### src/design/mrsri_pkg.sv
`default_nettype none
package mrsri_pkg;
  localparam int FRAME_DEPTH = 8;
  localparam int REG_COUNT = 16;
  localparam int MAX_QTY = 16;
  localparam int BC_W = $clog2(FRAME_DEPTH + 2);
  localparam int FB_AW = $clog2(FRAME_DEPTH);
  localparam int RT_AW = (REG_COUNT > 1) ? $clog2(REG_COUNT) : 1;

  localparam logic [1:0] OP_BYTE = 2'd0;
  localparam logic [1:0] OP_TICK = 2'd1;
  localparam logic [1:0] OP_WRITE = 2'd2;
  localparam logic [7:0] FUNC_READ_INPUT = 8'h04;
  localparam logic [15:0] CRC_POLY = 16'hA001;
  localparam logic [15:0] CRC_INIT = 16'hFFFF;
  localparam logic [0:0] REG_SLAVE_ADDRESS = 1'b0;
  localparam logic [0:0] REG_TIMEOUT_TICKS = 1'b1;

  typedef enum logic [3:0] {
    S_IDLE, S_CHK_RD, S_CHK_CRC, S_CHK_END, S_CHK_HI, S_CHK_LO, S_VALIDATE,
    S_CMD, S_SEND_RD, S_SEND, S_SEND_CRC_LO, S_SEND_CRC_HI
  } state_t;

  typedef enum logic [2:0] {
    SEL_FB, SEL_CMD, SEL_FUNC, SEL_COUNT, SEL_REG_HI, SEL_REG_LO, SEL_CRC_LO, SEL_CRC_HI
  } sel_t;

  typedef struct packed {
    logic       load_item;
    logic       crc_init;
    logic       crc_feed;
    logic       fb_rd;
    logic [FB_AW-1:0] fb_addr;
    logic       rt_rd;
    logic       latch_hdr;
    logic       ptr_inc;
    logic       out_load;
    sel_t       sel;
    logic       out_last;
  } cmd_t;

  typedef struct packed {
    logic       op_byte;
    logic       op_tick;
    logic       op_write;
    logic       frame_end;
    logic [BC_W-1:0] len;
    logic [7:0] fb_data;
    logic       addr_ok;
    logic [15:0] crc;
    logic       req_ok;
    logic       qty_done;
    logic       out_full;
  } stat_t;

  function automatic logic [15:0] crc_byte(input logic [15:0] c, input logic [7:0] b);
    logic [15:0] r;
    r = c ^ {8'h00, b};
    for (int k = 0; k < 8; k++) r = r[0] ? ((r >> 1) ^ CRC_POLY) : (r >> 1);
    return r;
  endfunction
endpackage
`default_nettype wire

### src/design/mrsri_datapath.sv
`default_nettype none
module mrsri_datapath (
  input  wire logic clk,
  input  wire logic rst,
  input  wire logic cfg_we,
  input  wire logic [0:0] cfg_index,
  input  wire logic [7:0] cfg_data,
  input  wire logic [1:0] op,
  input  wire logic [7:0] rx_byte,
  input  wire logic frame_error,
  input  wire logic [3:0] reg_index,
  input  wire logic [15:0] reg_value,
  input  wire mrsri_pkg::cmd_t cmd,
  output mrsri_pkg::stat_t stat,
  input  wire logic out_ready,
  output logic out_valid,
  output logic kind,
  output logic [7:0] out_byte,
  output logic last
);
  logic [7:0] slave_address, timeout_ticks;
  logic [7:0] frame_buffer [mrsri_pkg::FRAME_DEPTH];
  logic [15:0] register_table [mrsri_pkg::REG_COUNT];
  logic [mrsri_pkg::REG_COUNT-1:0] reg_valid;
  logic [mrsri_pkg::BC_W-1:0] byte_count, len;
  logic [7:0] silence_count;
  logic timer_running;
  logic pend;
  logic [1:0] op_q;
  logic [7:0] rx_q;
  logic ferr_q;
  logic [3:0] idx_q;
  logic [15:0] val_q;
  logic [7:0] fb_data;
  logic [mrsri_pkg::FB_AW-1:0] fb_addr_q;
  logic [15:0] rt_data, crc;
  logic [7:0] b0, b2, b3, b4, b5;
  logic [mrsri_pkg::RT_AW-1:0] ptr;
  logic [4:0] remain;
  logic [7:0] crc_in;
  logic [7:0] silence_inc;
  logic [16:0] span;

  assign silence_inc = silence_count + 8'd1;
  assign span = {1'b0, b2, b3} + {1'b0, b4, b5};

  always_ff @(posedge clk) begin
    if (rst) begin
      slave_address <= 8'd1;
      timeout_ticks <= 8'd130;
    end else if (cfg_we) begin
      if (cfg_index == mrsri_pkg::REG_SLAVE_ADDRESS) slave_address <= cfg_data;
      else timeout_ticks <= cfg_data;
    end
  end

  always_ff @(posedge clk) begin
    if (cmd.load_item) begin
      op_q <= op;
      rx_q <= rx_byte;
      ferr_q <= frame_error;
      idx_q <= reg_index;
      val_q <= reg_value;
    end
  end

  // latched item is applied exactly once, in the cycle after the latch
  always_ff @(posedge clk) begin
    if (rst) pend <= 1'b0;
    else pend <= cmd.load_item;
  end

  // frame timing, applied the cycle after an item is latched
  always_ff @(posedge clk) begin
    if (rst) begin
      byte_count <= '0;
      silence_count <= '0;
      timer_running <= 1'b0;
      reg_valid <= '0;
      len <= '0;
    end else if (stat.op_byte) begin
      timer_running <= !ferr_q;
      if (!ferr_q) begin
        if (byte_count <= mrsri_pkg::BC_W'(mrsri_pkg::FRAME_DEPTH))
          byte_count <= byte_count + 1'b1;
        silence_count <= '0;
      end
    end else if (stat.op_tick && timer_running) begin
      silence_count <= silence_inc;
      if (silence_inc == timeout_ticks) begin
        len <= byte_count;
        byte_count <= '0;
        silence_count <= '0;
        timer_running <= 1'b0;
      end
    end else if (stat.op_write && 32'(idx_q) < mrsri_pkg::REG_COUNT) begin
      reg_valid[idx_q[mrsri_pkg::RT_AW-1:0]] <= 1'b1;
    end
  end

  always_ff @(posedge clk) begin
    if (stat.op_byte && !ferr_q && byte_count < mrsri_pkg::BC_W'(mrsri_pkg::FRAME_DEPTH))
      frame_buffer[byte_count[mrsri_pkg::FB_AW-1:0]] <= rx_q;
    if (cmd.fb_rd) begin
      fb_data <= frame_buffer[cmd.fb_addr];
      fb_addr_q <= cmd.fb_addr;
    end
  end

  always_ff @(posedge clk) begin
    if (stat.op_write && 32'(idx_q) < mrsri_pkg::REG_COUNT)
      register_table[idx_q[mrsri_pkg::RT_AW-1:0]] <= val_q;
    if (cmd.rt_rd) rt_data <= reg_valid[ptr] ? register_table[ptr] : 16'h0000;
  end

  always_ff @(posedge clk) begin
    if (cmd.latch_hdr) begin
      unique case (fb_addr_q)
        mrsri_pkg::FB_AW'(0): b0 <= fb_data;
        mrsri_pkg::FB_AW'(2): b2 <= fb_data;
        mrsri_pkg::FB_AW'(3): b3 <= fb_data;
        mrsri_pkg::FB_AW'(4): b4 <= fb_data;
        mrsri_pkg::FB_AW'(5): b5 <= fb_data;
        default: ;
      endcase
    end
    if (cmd.crc_init) begin
      ptr <= mrsri_pkg::RT_AW'(b3);
      remain <= b5[4:0];
    end else if (cmd.ptr_inc) begin
      ptr <= ptr + 1'b1;
      remain <= remain - 5'd1;
    end
  end

  always_comb begin
    unique case (cmd.sel)
      mrsri_pkg::SEL_FB: crc_in = fb_data;
      mrsri_pkg::SEL_CMD: crc_in = b0;
      mrsri_pkg::SEL_FUNC: crc_in = mrsri_pkg::FUNC_READ_INPUT;
      mrsri_pkg::SEL_COUNT: crc_in = {b5[6:0], 1'b0};
      mrsri_pkg::SEL_REG_HI: crc_in = rt_data[15:8];
      mrsri_pkg::SEL_REG_LO: crc_in = rt_data[7:0];
      mrsri_pkg::SEL_CRC_LO: crc_in = crc[7:0];
      mrsri_pkg::SEL_CRC_HI: crc_in = crc[15:8];
      default: crc_in = fb_data;
    endcase
  end

  always_ff @(posedge clk) begin
    if (cmd.crc_init) crc <= mrsri_pkg::CRC_INIT;
    else if (cmd.crc_feed) crc <= mrsri_pkg::crc_byte(crc, crc_in);
  end

  // output register
  always_ff @(posedge clk) begin
    if (rst) out_valid <= 1'b0;
    else if (cmd.out_load) out_valid <= 1'b1;
    else if (out_ready) out_valid <= 1'b0;
  end
  always_ff @(posedge clk) begin
    if (cmd.out_load) begin
      // only a single-byte command frame is sent straight from the buffer
      kind <= (cmd.sel == mrsri_pkg::SEL_FB);
      out_byte <= crc_in;
      last <= cmd.out_last;
    end
  end

  always_comb begin
    stat.op_byte = pend && (op_q == mrsri_pkg::OP_BYTE);
    stat.op_tick = pend && (op_q == mrsri_pkg::OP_TICK);
    stat.op_write = pend && (op_q == mrsri_pkg::OP_WRITE);
    stat.frame_end = stat.op_tick && timer_running && (silence_inc == timeout_ticks);
    stat.len = len;
    stat.fb_data = fb_data;
    stat.addr_ok = (fb_data == slave_address);
    stat.crc = crc;
    stat.req_ok = (len == mrsri_pkg::BC_W'(8)) && ({b4, b5} != 16'd0)
                  && ({b4, b5} <= 16'(mrsri_pkg::MAX_QTY))
                  && (span <= 17'(mrsri_pkg::REG_COUNT));
    stat.qty_done = (remain == 5'd1);
    stat.out_full = out_valid && !out_ready;
  end
endmodule
`default_nettype wire

### src/design/mrsri_ctrl.sv
`default_nettype none
module mrsri_ctrl (
  input  wire logic clk,
  input  wire logic rst,
  input  wire logic in_valid,
  output logic in_ready,
  input  wire mrsri_pkg::stat_t stat,
  output mrsri_pkg::cmd_t cmd
);
  mrsri_pkg::state_t state, state_next;
  logic busy, busy_next;
  logic [mrsri_pkg::FB_AW:0] k, k_next;
  logic hi, hi_next;
  logic fn_ok, fn_ok_next;

  always_ff @(posedge clk) begin
    if (rst) begin
      state <= mrsri_pkg::S_IDLE;
      busy <= 1'b0;
      k <= '0;
      hi <= 1'b0;
      fn_ok <= 1'b0;
    end else begin
      state <= state_next;
      busy <= busy_next;
      k <= k_next;
      hi <= hi_next;
      fn_ok <= fn_ok_next;
    end
  end

  always_comb begin
    state_next = state;
    busy_next = busy;
    k_next = k;
    hi_next = hi;
    fn_ok_next = fn_ok;
    cmd = '0;
    cmd.sel = mrsri_pkg::SEL_FB;
    cmd.fb_addr = k[mrsri_pkg::FB_AW-1:0];
    in_ready = 1'b0;
    unique case (state)
      mrsri_pkg::S_IDLE: begin
        // an item latched last cycle is applied now
        if (busy) begin
          busy_next = 1'b0;
          if (stat.frame_end) begin
            k_next = '0;
            state_next = mrsri_pkg::S_CHK_RD;
          end
        end else begin
          in_ready = 1'b1;
          if (in_valid) begin
            cmd.load_item = 1'b1;
            busy_next = 1'b1;
          end
        end
      end
      mrsri_pkg::S_CHK_RD: begin
        cmd.fb_rd = 1'b1;
        cmd.fb_addr = '0;
        cmd.crc_init = 1'b1;
        if (stat.len == '0 || stat.len > mrsri_pkg::BC_W'(mrsri_pkg::FRAME_DEPTH))
          state_next = mrsri_pkg::S_IDLE;
        else if (stat.len == mrsri_pkg::BC_W'(1)) state_next = mrsri_pkg::S_CMD;
        else state_next = mrsri_pkg::S_CHK_CRC;
      end
      mrsri_pkg::S_CMD: begin
        if (!stat.out_full) begin
          cmd.fb_addr = '0;
          cmd.latch_hdr = 1'b1;
          cmd.sel = mrsri_pkg::SEL_FB;
          cmd.out_load = 1'b1;
          cmd.out_last = 1'b1;
          state_next = mrsri_pkg::S_IDLE;
        end
      end
      mrsri_pkg::S_CHK_CRC: begin
        // fb_data holds byte k
        cmd.latch_hdr = 1'b1;
        if (k == '0) begin
          fn_ok_next = 1'b1;
          if (!stat.addr_ok) state_next = mrsri_pkg::S_IDLE;
        end
        if (k == (mrsri_pkg::FB_AW + 1)'(1) && stat.fb_data != mrsri_pkg::FUNC_READ_INPUT)
          fn_ok_next = 1'b0;
        if (state_next != mrsri_pkg::S_IDLE) begin
          cmd.crc_feed = 1'b1;
          k_next = k + 1'b1;
          cmd.fb_rd = 1'b1;
          cmd.fb_addr = k_next[mrsri_pkg::FB_AW-1:0];
          if ({1'b0, k_next} >= (mrsri_pkg::FB_AW + 2)'(stat.len) - 2'd2)
            state_next = mrsri_pkg::S_CHK_LO;
        end
      end
      mrsri_pkg::S_CHK_LO: begin
        if (stat.fb_data != stat.crc[7:0]) state_next = mrsri_pkg::S_IDLE;
        else begin
          k_next = k + 1'b1;
          cmd.fb_rd = 1'b1;
          cmd.fb_addr = k_next[mrsri_pkg::FB_AW-1:0];
          state_next = mrsri_pkg::S_CHK_HI;
        end
      end
      mrsri_pkg::S_CHK_HI: begin
        if (stat.fb_data != stat.crc[15:8] || !fn_ok) state_next = mrsri_pkg::S_IDLE;
        else state_next = mrsri_pkg::S_VALIDATE;
      end
      mrsri_pkg::S_VALIDATE: begin
        cmd.crc_init = 1'b1;
        k_next = '0;
        state_next = stat.req_ok ? mrsri_pkg::S_CHK_END : mrsri_pkg::S_IDLE;
      end
      mrsri_pkg::S_CHK_END: begin
        // header bytes: address, function, byte count
        if (!stat.out_full) begin
          unique case (k[1:0])
            2'd0: cmd.sel = mrsri_pkg::SEL_CMD;
            2'd1: cmd.sel = mrsri_pkg::SEL_FUNC;
            default: cmd.sel = mrsri_pkg::SEL_COUNT;
          endcase
          cmd.crc_feed = 1'b1;
          cmd.out_load = 1'b1;
          k_next = k + 1'b1;
          if (k[1:0] == 2'd2) state_next = mrsri_pkg::S_SEND_RD;
        end
      end
      mrsri_pkg::S_SEND_RD: begin
        cmd.rt_rd = 1'b1;
        hi_next = 1'b1;
        state_next = mrsri_pkg::S_SEND;
      end
      mrsri_pkg::S_SEND: begin
        if (!stat.out_full) begin
          cmd.sel = hi ? mrsri_pkg::SEL_REG_HI : mrsri_pkg::SEL_REG_LO;
          cmd.crc_feed = 1'b1;
          cmd.out_load = 1'b1;
          hi_next = !hi;
          if (!hi) begin
            cmd.ptr_inc = 1'b1;
            state_next = mrsri_pkg::S_SEND_RD;
          end
        end
        if (!hi && !stat.out_full && stat.qty_done) state_next = mrsri_pkg::S_SEND_CRC_LO;
      end
      mrsri_pkg::S_SEND_CRC_LO: begin
        if (!stat.out_full) begin
          cmd.sel = mrsri_pkg::SEL_CRC_LO;
          cmd.out_load = 1'b1;
          state_next = mrsri_pkg::S_SEND_CRC_HI;
        end
      end
      mrsri_pkg::S_SEND_CRC_HI: begin
        if (!stat.out_full) begin
          cmd.sel = mrsri_pkg::SEL_CRC_HI;
          cmd.out_load = 1'b1;
          cmd.out_last = 1'b1;
          state_next = mrsri_pkg::S_IDLE;
        end
      end
      default: state_next = mrsri_pkg::S_IDLE;
    endcase
  end
endmodule
`default_nettype wire

### src/design/modbus_rtu_slave_read_input_regs_core.sv
`default_nettype none
// channel | handshake               | payload
// in      | in_valid / in_ready     | op, rx_byte, frame_error, reg_index, reg_value
// out     | out_valid / out_ready   | kind, out_byte, last
// cfg     | cfg_we                  | cfg_index, cfg_data
// A byte, tick or table write is latched first, then applied.
// A closing tick then checks the frame one buffer byte a cycle
// and sends a reply, two bytes per register, each register read from the table first.
// Output stalls hold the sequencer; no new item is taken until the reply is out.
// Synchronous reset: address 1, timeout 130, table reads zero until written.
module modbus_rtu_slave_read_input_regs_core (
  input  wire logic clk,
  input  wire logic rst,
  input  wire logic cfg_we,
  input  wire logic [0:0] cfg_index,
  input  wire logic [7:0] cfg_data,
  input  wire logic in_valid,
  output logic in_ready,
  input  wire logic [1:0] op,
  input  wire logic [7:0] rx_byte,
  input  wire logic frame_error,
  input  wire logic [3:0] reg_index,
  input  wire logic [15:0] reg_value,
  output logic out_valid,
  input  wire logic out_ready,
  output logic kind,
  output logic [7:0] out_byte,
  output logic last
);
  mrsri_pkg::cmd_t cmd;
  mrsri_pkg::stat_t stat;

  mrsri_ctrl u_ctrl (
    .clk(clk), .rst(rst), .in_valid(in_valid), .in_ready(in_ready),
    .stat(stat), .cmd(cmd)
  );

  mrsri_datapath u_dp (
    .clk(clk), .rst(rst), .cfg_we(cfg_we), .cfg_index(cfg_index), .cfg_data(cfg_data),
    .op(op), .rx_byte(rx_byte), .frame_error(frame_error), .reg_index(reg_index),
    .reg_value(reg_value), .cmd(cmd), .stat(stat), .out_ready(out_ready),
    .out_valid(out_valid), .kind(kind), .out_byte(out_byte), .last(last)
  );
endmodule
`default_nettype wire

### config.mk
export PLATFORM = sky130hd
export DESIGN_NAME = modbus_rtu_slave_read_input_regs_core
export DESIGN_NICKNAME = d
export VERILOG_FILES = /design/src/design/mrsri_pkg.sv /design/src/design/mrsri_datapath.sv /design/src/design/mrsri_ctrl.sv /design/src/design/modbus_rtu_slave_read_input_regs_core.sv
export SDC_FILE = /design/constraint.sdc
export NUM_CORES = 1
export LEC_CHECK = 0
export ABC_CLOCK_PERIOD_IN_PS = 7550
export BUFFER_PORTS_ARGS = -buffer_cell sky130_fd_sc_hd__buf_2
export CELL_PAD_IN_SITES_DETAIL_PLACEMENT = 1
export CELL_PAD_IN_SITES_GLOBAL_PLACEMENT = 2
export CORE_MARGIN = 3
export CORE_UTILIZATION = 52
export CTS_BUF_LIST = sky130_fd_sc_hd__clkbuf_2
export DETAILED_ROUTE_END_ITERATION = 12
export PLACE_DENSITY = 0.85
export SETUP_SLACK_MARGIN = 0.05
export SYNTH_ARGS = -nofsm -noshare
export SYNTH_HDL_FRONTEND = slang
export SYNTH_SLANG_ARGS = --single-unit
### constraint.sdc
create_clock -name clk -period 7.55 [get_ports clk]
set_clock_uncertainty 0.1 [all_clocks]
set_input_delay 0.755 -clock clk [delete_from_list [all_inputs] [get_ports clk]]
set_output_delay 0.755 -clock clk [all_outputs]
set_load 0.01 [all_outputs]
==> metrics.txt <==
die area 44400 um2; share of layout cells above drive strength 1 24.4%; CTS Buf Count 131; initial core utilization 53.1%; highest fanout seen on the critical path 33; Cells after Synth 1414; count of input and output buffers 56; # resized after CTS 0; clock sink total 515; CP Data Arrival Time 4830 ps; setup TNS 0 ps; Final Cycle Share 53.2%; Synth Flop Type edfxtp_1; CP max stage delay 620 ps; Layout Cells excl Fill 2283; number of synthesized flops with an enable pin 437; Pins Over Slew Limit 0; WP buf/inv 1; crit path kind flop to flop; met2 WL 28000 um; Critical Path, Cell by Cell xor2_1 > nor4_1 > a21oi_1 > nor4_1 > or2_2 > nor2_1 > a21oi_4 > buf_4 > mux2i_1 > mux2i_1 > mux2_2; startpoint class of the critical path flop; leakage 8.68 nW; async set or reset register ratio after synthesis 0%; Syn Nets 1492; sequential area share after synthesis 67.3%; vias in the first global route 14500; distinct cell type count after synthesis 78; Rows 74; worst-skew pair later-pin latency 1210 ps; worst hold path class input pin to flop; achievable frequency 249 MHz; fin nets 1736; Congestion Overflow GR 0; final hold violations 0; Slowest cell on crit path edfxtp_1; I/O pins 57; ANT nets after route 0; DP Cell Count 1970; Worst Max-Slew Pin Slew 1220 ps; # fillers 3931; antenna violations before repair 2; Clock Tree Root clkbuf_2; Util after Layout 60.5%; met3 WL 3490 um; Starting DRT DRC Count 1041; Syn. warnings 0; critical path required time 8370 ps; Yosys reg bits 515; CTS tree yes; CTS Buffer Depth 3; Post-Syn Area 21800 um2; All-Layer GR Usage 26.4%; syn avg cell area 15.4 um2; RSZ-0062 raised after global routing no; final-report setup violation count 0; CP endpoint kind flop; Setup Fix Bufs, Post-CTS 0; H-tree depth 4; first-pass GRT wire length 86400 um; drt first pass iters 5; Pwr per Cell Area 286 nW/um2; met1 wire length 23300 um; routability congestion estimate 0.891; core region area 41100 um2; min Tclk post-route 4010 ps; Highest Signal Layer met4; final WL 56300 um; Worst path top cell family by delay simple AND/OR/NAND/NOR gates; status completed; Avg WL per Cell 24.7 um; DRC violations left 0; Slew Limit Headroom 18.5%; area delta synth->final 13.9%; CTS clk-pin slew, worst paths 120 ps; largest net degree at the start of global routing 71; Max VDD drop 184 uV; via count 13200; HPWL after DPL 35600 um; DIE WIDTH 211 um; Max-Cap Viols 0; Die H 211 um; Via density 5.80
[cell type report]
type | instances | area (um2) | share of cell area, %
antenna | 2 | 5.00 | 0.0201
clock buffer | 186 | 931 | 3.75
clock inverter | 38 | 233 | 0.936
inverter | 28 | 105 | 0.423
multi-input combinational | 805 | 6820 | 27.4
sequential | 515 | 14700 | 59.1
tap | 532 | 666 | 2.68
timing repair buffer | 177 | 1410 | 5.66
[cells in the mapped netlist (3+ instances only)]
library cell	instances	share of area (%)
a211o_1	4	0.16
a21o_1	10	0.34
a21oi_1	58	1.3
a221o_1	4	0.18
a22oi_1	10	0.34
a31oi_1	5	0.14
and2_1	4	0.11
and3_1	6	0.17
and4_1	6	0.24
buf_1	6	0.10
buf_2	9	0.21
buf_4	4	0.14
clkbuf_1	46	0.79
dfxtp_1	78	7.2
edfxtp_1	437	60
ha_1	32	1.8
inv_1	26	0.45
mux2_2	12	0.62
mux2i_1	66	3.0
mux4_2	84	8.7
nand2_1	101	1.7
nand2b_1	15	0.43
nand3_1	16	0.37
nand3b_1	8	0.28
nand4_1	10	0.29
nor2_1	105	1.8
nor2b_1	30	0.86
nor3_1	22	0.50
nor3b_1	4	0.14
nor4_1	22	0.63
o2111ai_1	4	0.16
o211ai_1	8	0.28
o21ai_0	24	0.55
o31ai_1	3	0.10
or2_2	7	0.20
or3_1	7	0.20
xnor2_1	29	1.2
xor2_1	39	1.6
[layout by cell type (no fill, tap or decap), types with 5 or more instances in the layout]
| cell | n |
|---|---|
| nor3_1 | 17 |
| ha_1 | 32 |
| nor4_1 | 22 |
| o21ai_0 | 22 |
| inv_1 | 26 |
| nor2b_1 | 30 |
| or2_2 | 7 |
| nor2_2 | 12 |
| xnor2_1 | 29 |
| a31oi_1 | 5 |
| nand3_1 | 16 |
| mux2i_1 | 66 |
| nor2_1 | 93 |
| nand4_1 | 10 |
| dfxtp_1 | 78 |
| edfxtp_1 | 437 |
| nand2_1 | 101 |
| xor2_1 | 39 |
| inv_2 | 5 |
| dlygate4sd3_1 | 87 |
| buf_4 | 34 |
| mux4_2 | 84 |
| mux2_2 | 12 |
| and3_1 | 6 |
| clkbuf_2 | 186 |
| nand3b_1 | 8 |
| a21o_1 | 10 |
| a22oi_1 | 10 |
| buf_2 | 56 |
| nor3_2 | 7 |
| clkinv_1 | 27 |
| and4_1 | 6 |
| or3_1 | 7 |
| o211ai_1 | 8 |
| a21oi_1 | 58 |
| nand2b_1 | 15 |
[what timing repair did]
action	in CTS	in global routing
endpoints found under the hold margin	81	0
hold buffers	87	0
endpoints found under the setup margin	0	0
[sequential cells by signal (all words and copies together), names as in the netlist, 5 cells and up]
signal and cells:
u_dp.val_q 16, u_dp.fb_data 8, u_dp.register_table 256, u_dp.reg_valid 16
u_dp.b4 8, u_dp.remain 5, u_dp.silence_count 8, u_dp.b3 8
u_dp.timeout_ticks 8, u_dp.b5 8, u_dp.crc 16, u_dp.frame_buffer 64
u_dp.rt_data 16, u_dp.rx_q 8, u_dp.out_byte 8, u_dp.slave_address 8
u_dp.b2 8, u_dp.b0 8
[routing by layer]
metal / track usage [%] / up-vias
met5: 0 / -
met4: 10.1 / 0
met3: 7.16 / 100
met2: 43.2 / 443
met1: 34.0 / 6712
li1: - / 5986
[stage by stage]
step / power (W) / hold WS [ps] / cell area, um2 / worst slack [ps]
2_1_floorplan: 0.00478 / 332 / 21800 / 4160
3_3_place_gp: 0.00521 / 346 / 22800 / 3730
3_5_place_dp: 0.00527 / 363 / 22800 / 3600
4_1_cts: 0.00718 / 3.84 / 24800 / 3590
5_1_grt: 0.00750 / 26.6 / 24900 / 3200
6_report: 0.00711 / 202 / 24900 / 3540
[worst paths after layout]
| check | to | slack, ps | cells past startpoint | start |
|---|---|---|---|---|
| setup / recovery | u_dp.fb_data[2] | 3540 | 11 | u_dp.fb_data[1] |
| hold reg to reg | u_dp.slave_address[3] | 380 | 2 | u_dp.slave_address[3] |
| setup reg to reg | u_dp.fb_data[2] | 3540 | 11 | u_dp.fb_data[1] |
| hold / removal | u_dp.val_q[12] | 200 | 2 | reg_value[12] |
[kinds of logic (layout without fill, tap and decap cells)]
| family | after synthesis | in the layout | synth area share, % |
|---|---|---|---|
| buffers and inverters | 94 | 429 | 1.74 |
| AOI/OAI and AO/OA | 160 | 160 | 4.90 |
| other | 0 | 2 | 0 |
| adders and majority gates | 34 | 34 | 1.97 |
| xor gates and xnor gates | 73 | 73 | 3.19 |
| DFF | 515 | 515 | 67.3 |
| and+or+nand+nor | 376 | 376 | 8.55 |
| muxes | 162 | 162 | 12.3 |
[report_power, final]
| part | internal (W) | total [W] | switching (W) |
|---|---|---|---|
| combinational | 0.000737 | 0.00156 | 0.000820 |
| sequential | 0.00341 | 0.00367 | 0.000266 |
| clock | 0.000762 | 0.00188 | 0.00111 |
| total | 0.00491 | 0.00711 | 0.00220 |
Power figures use the tool's default switching activity.
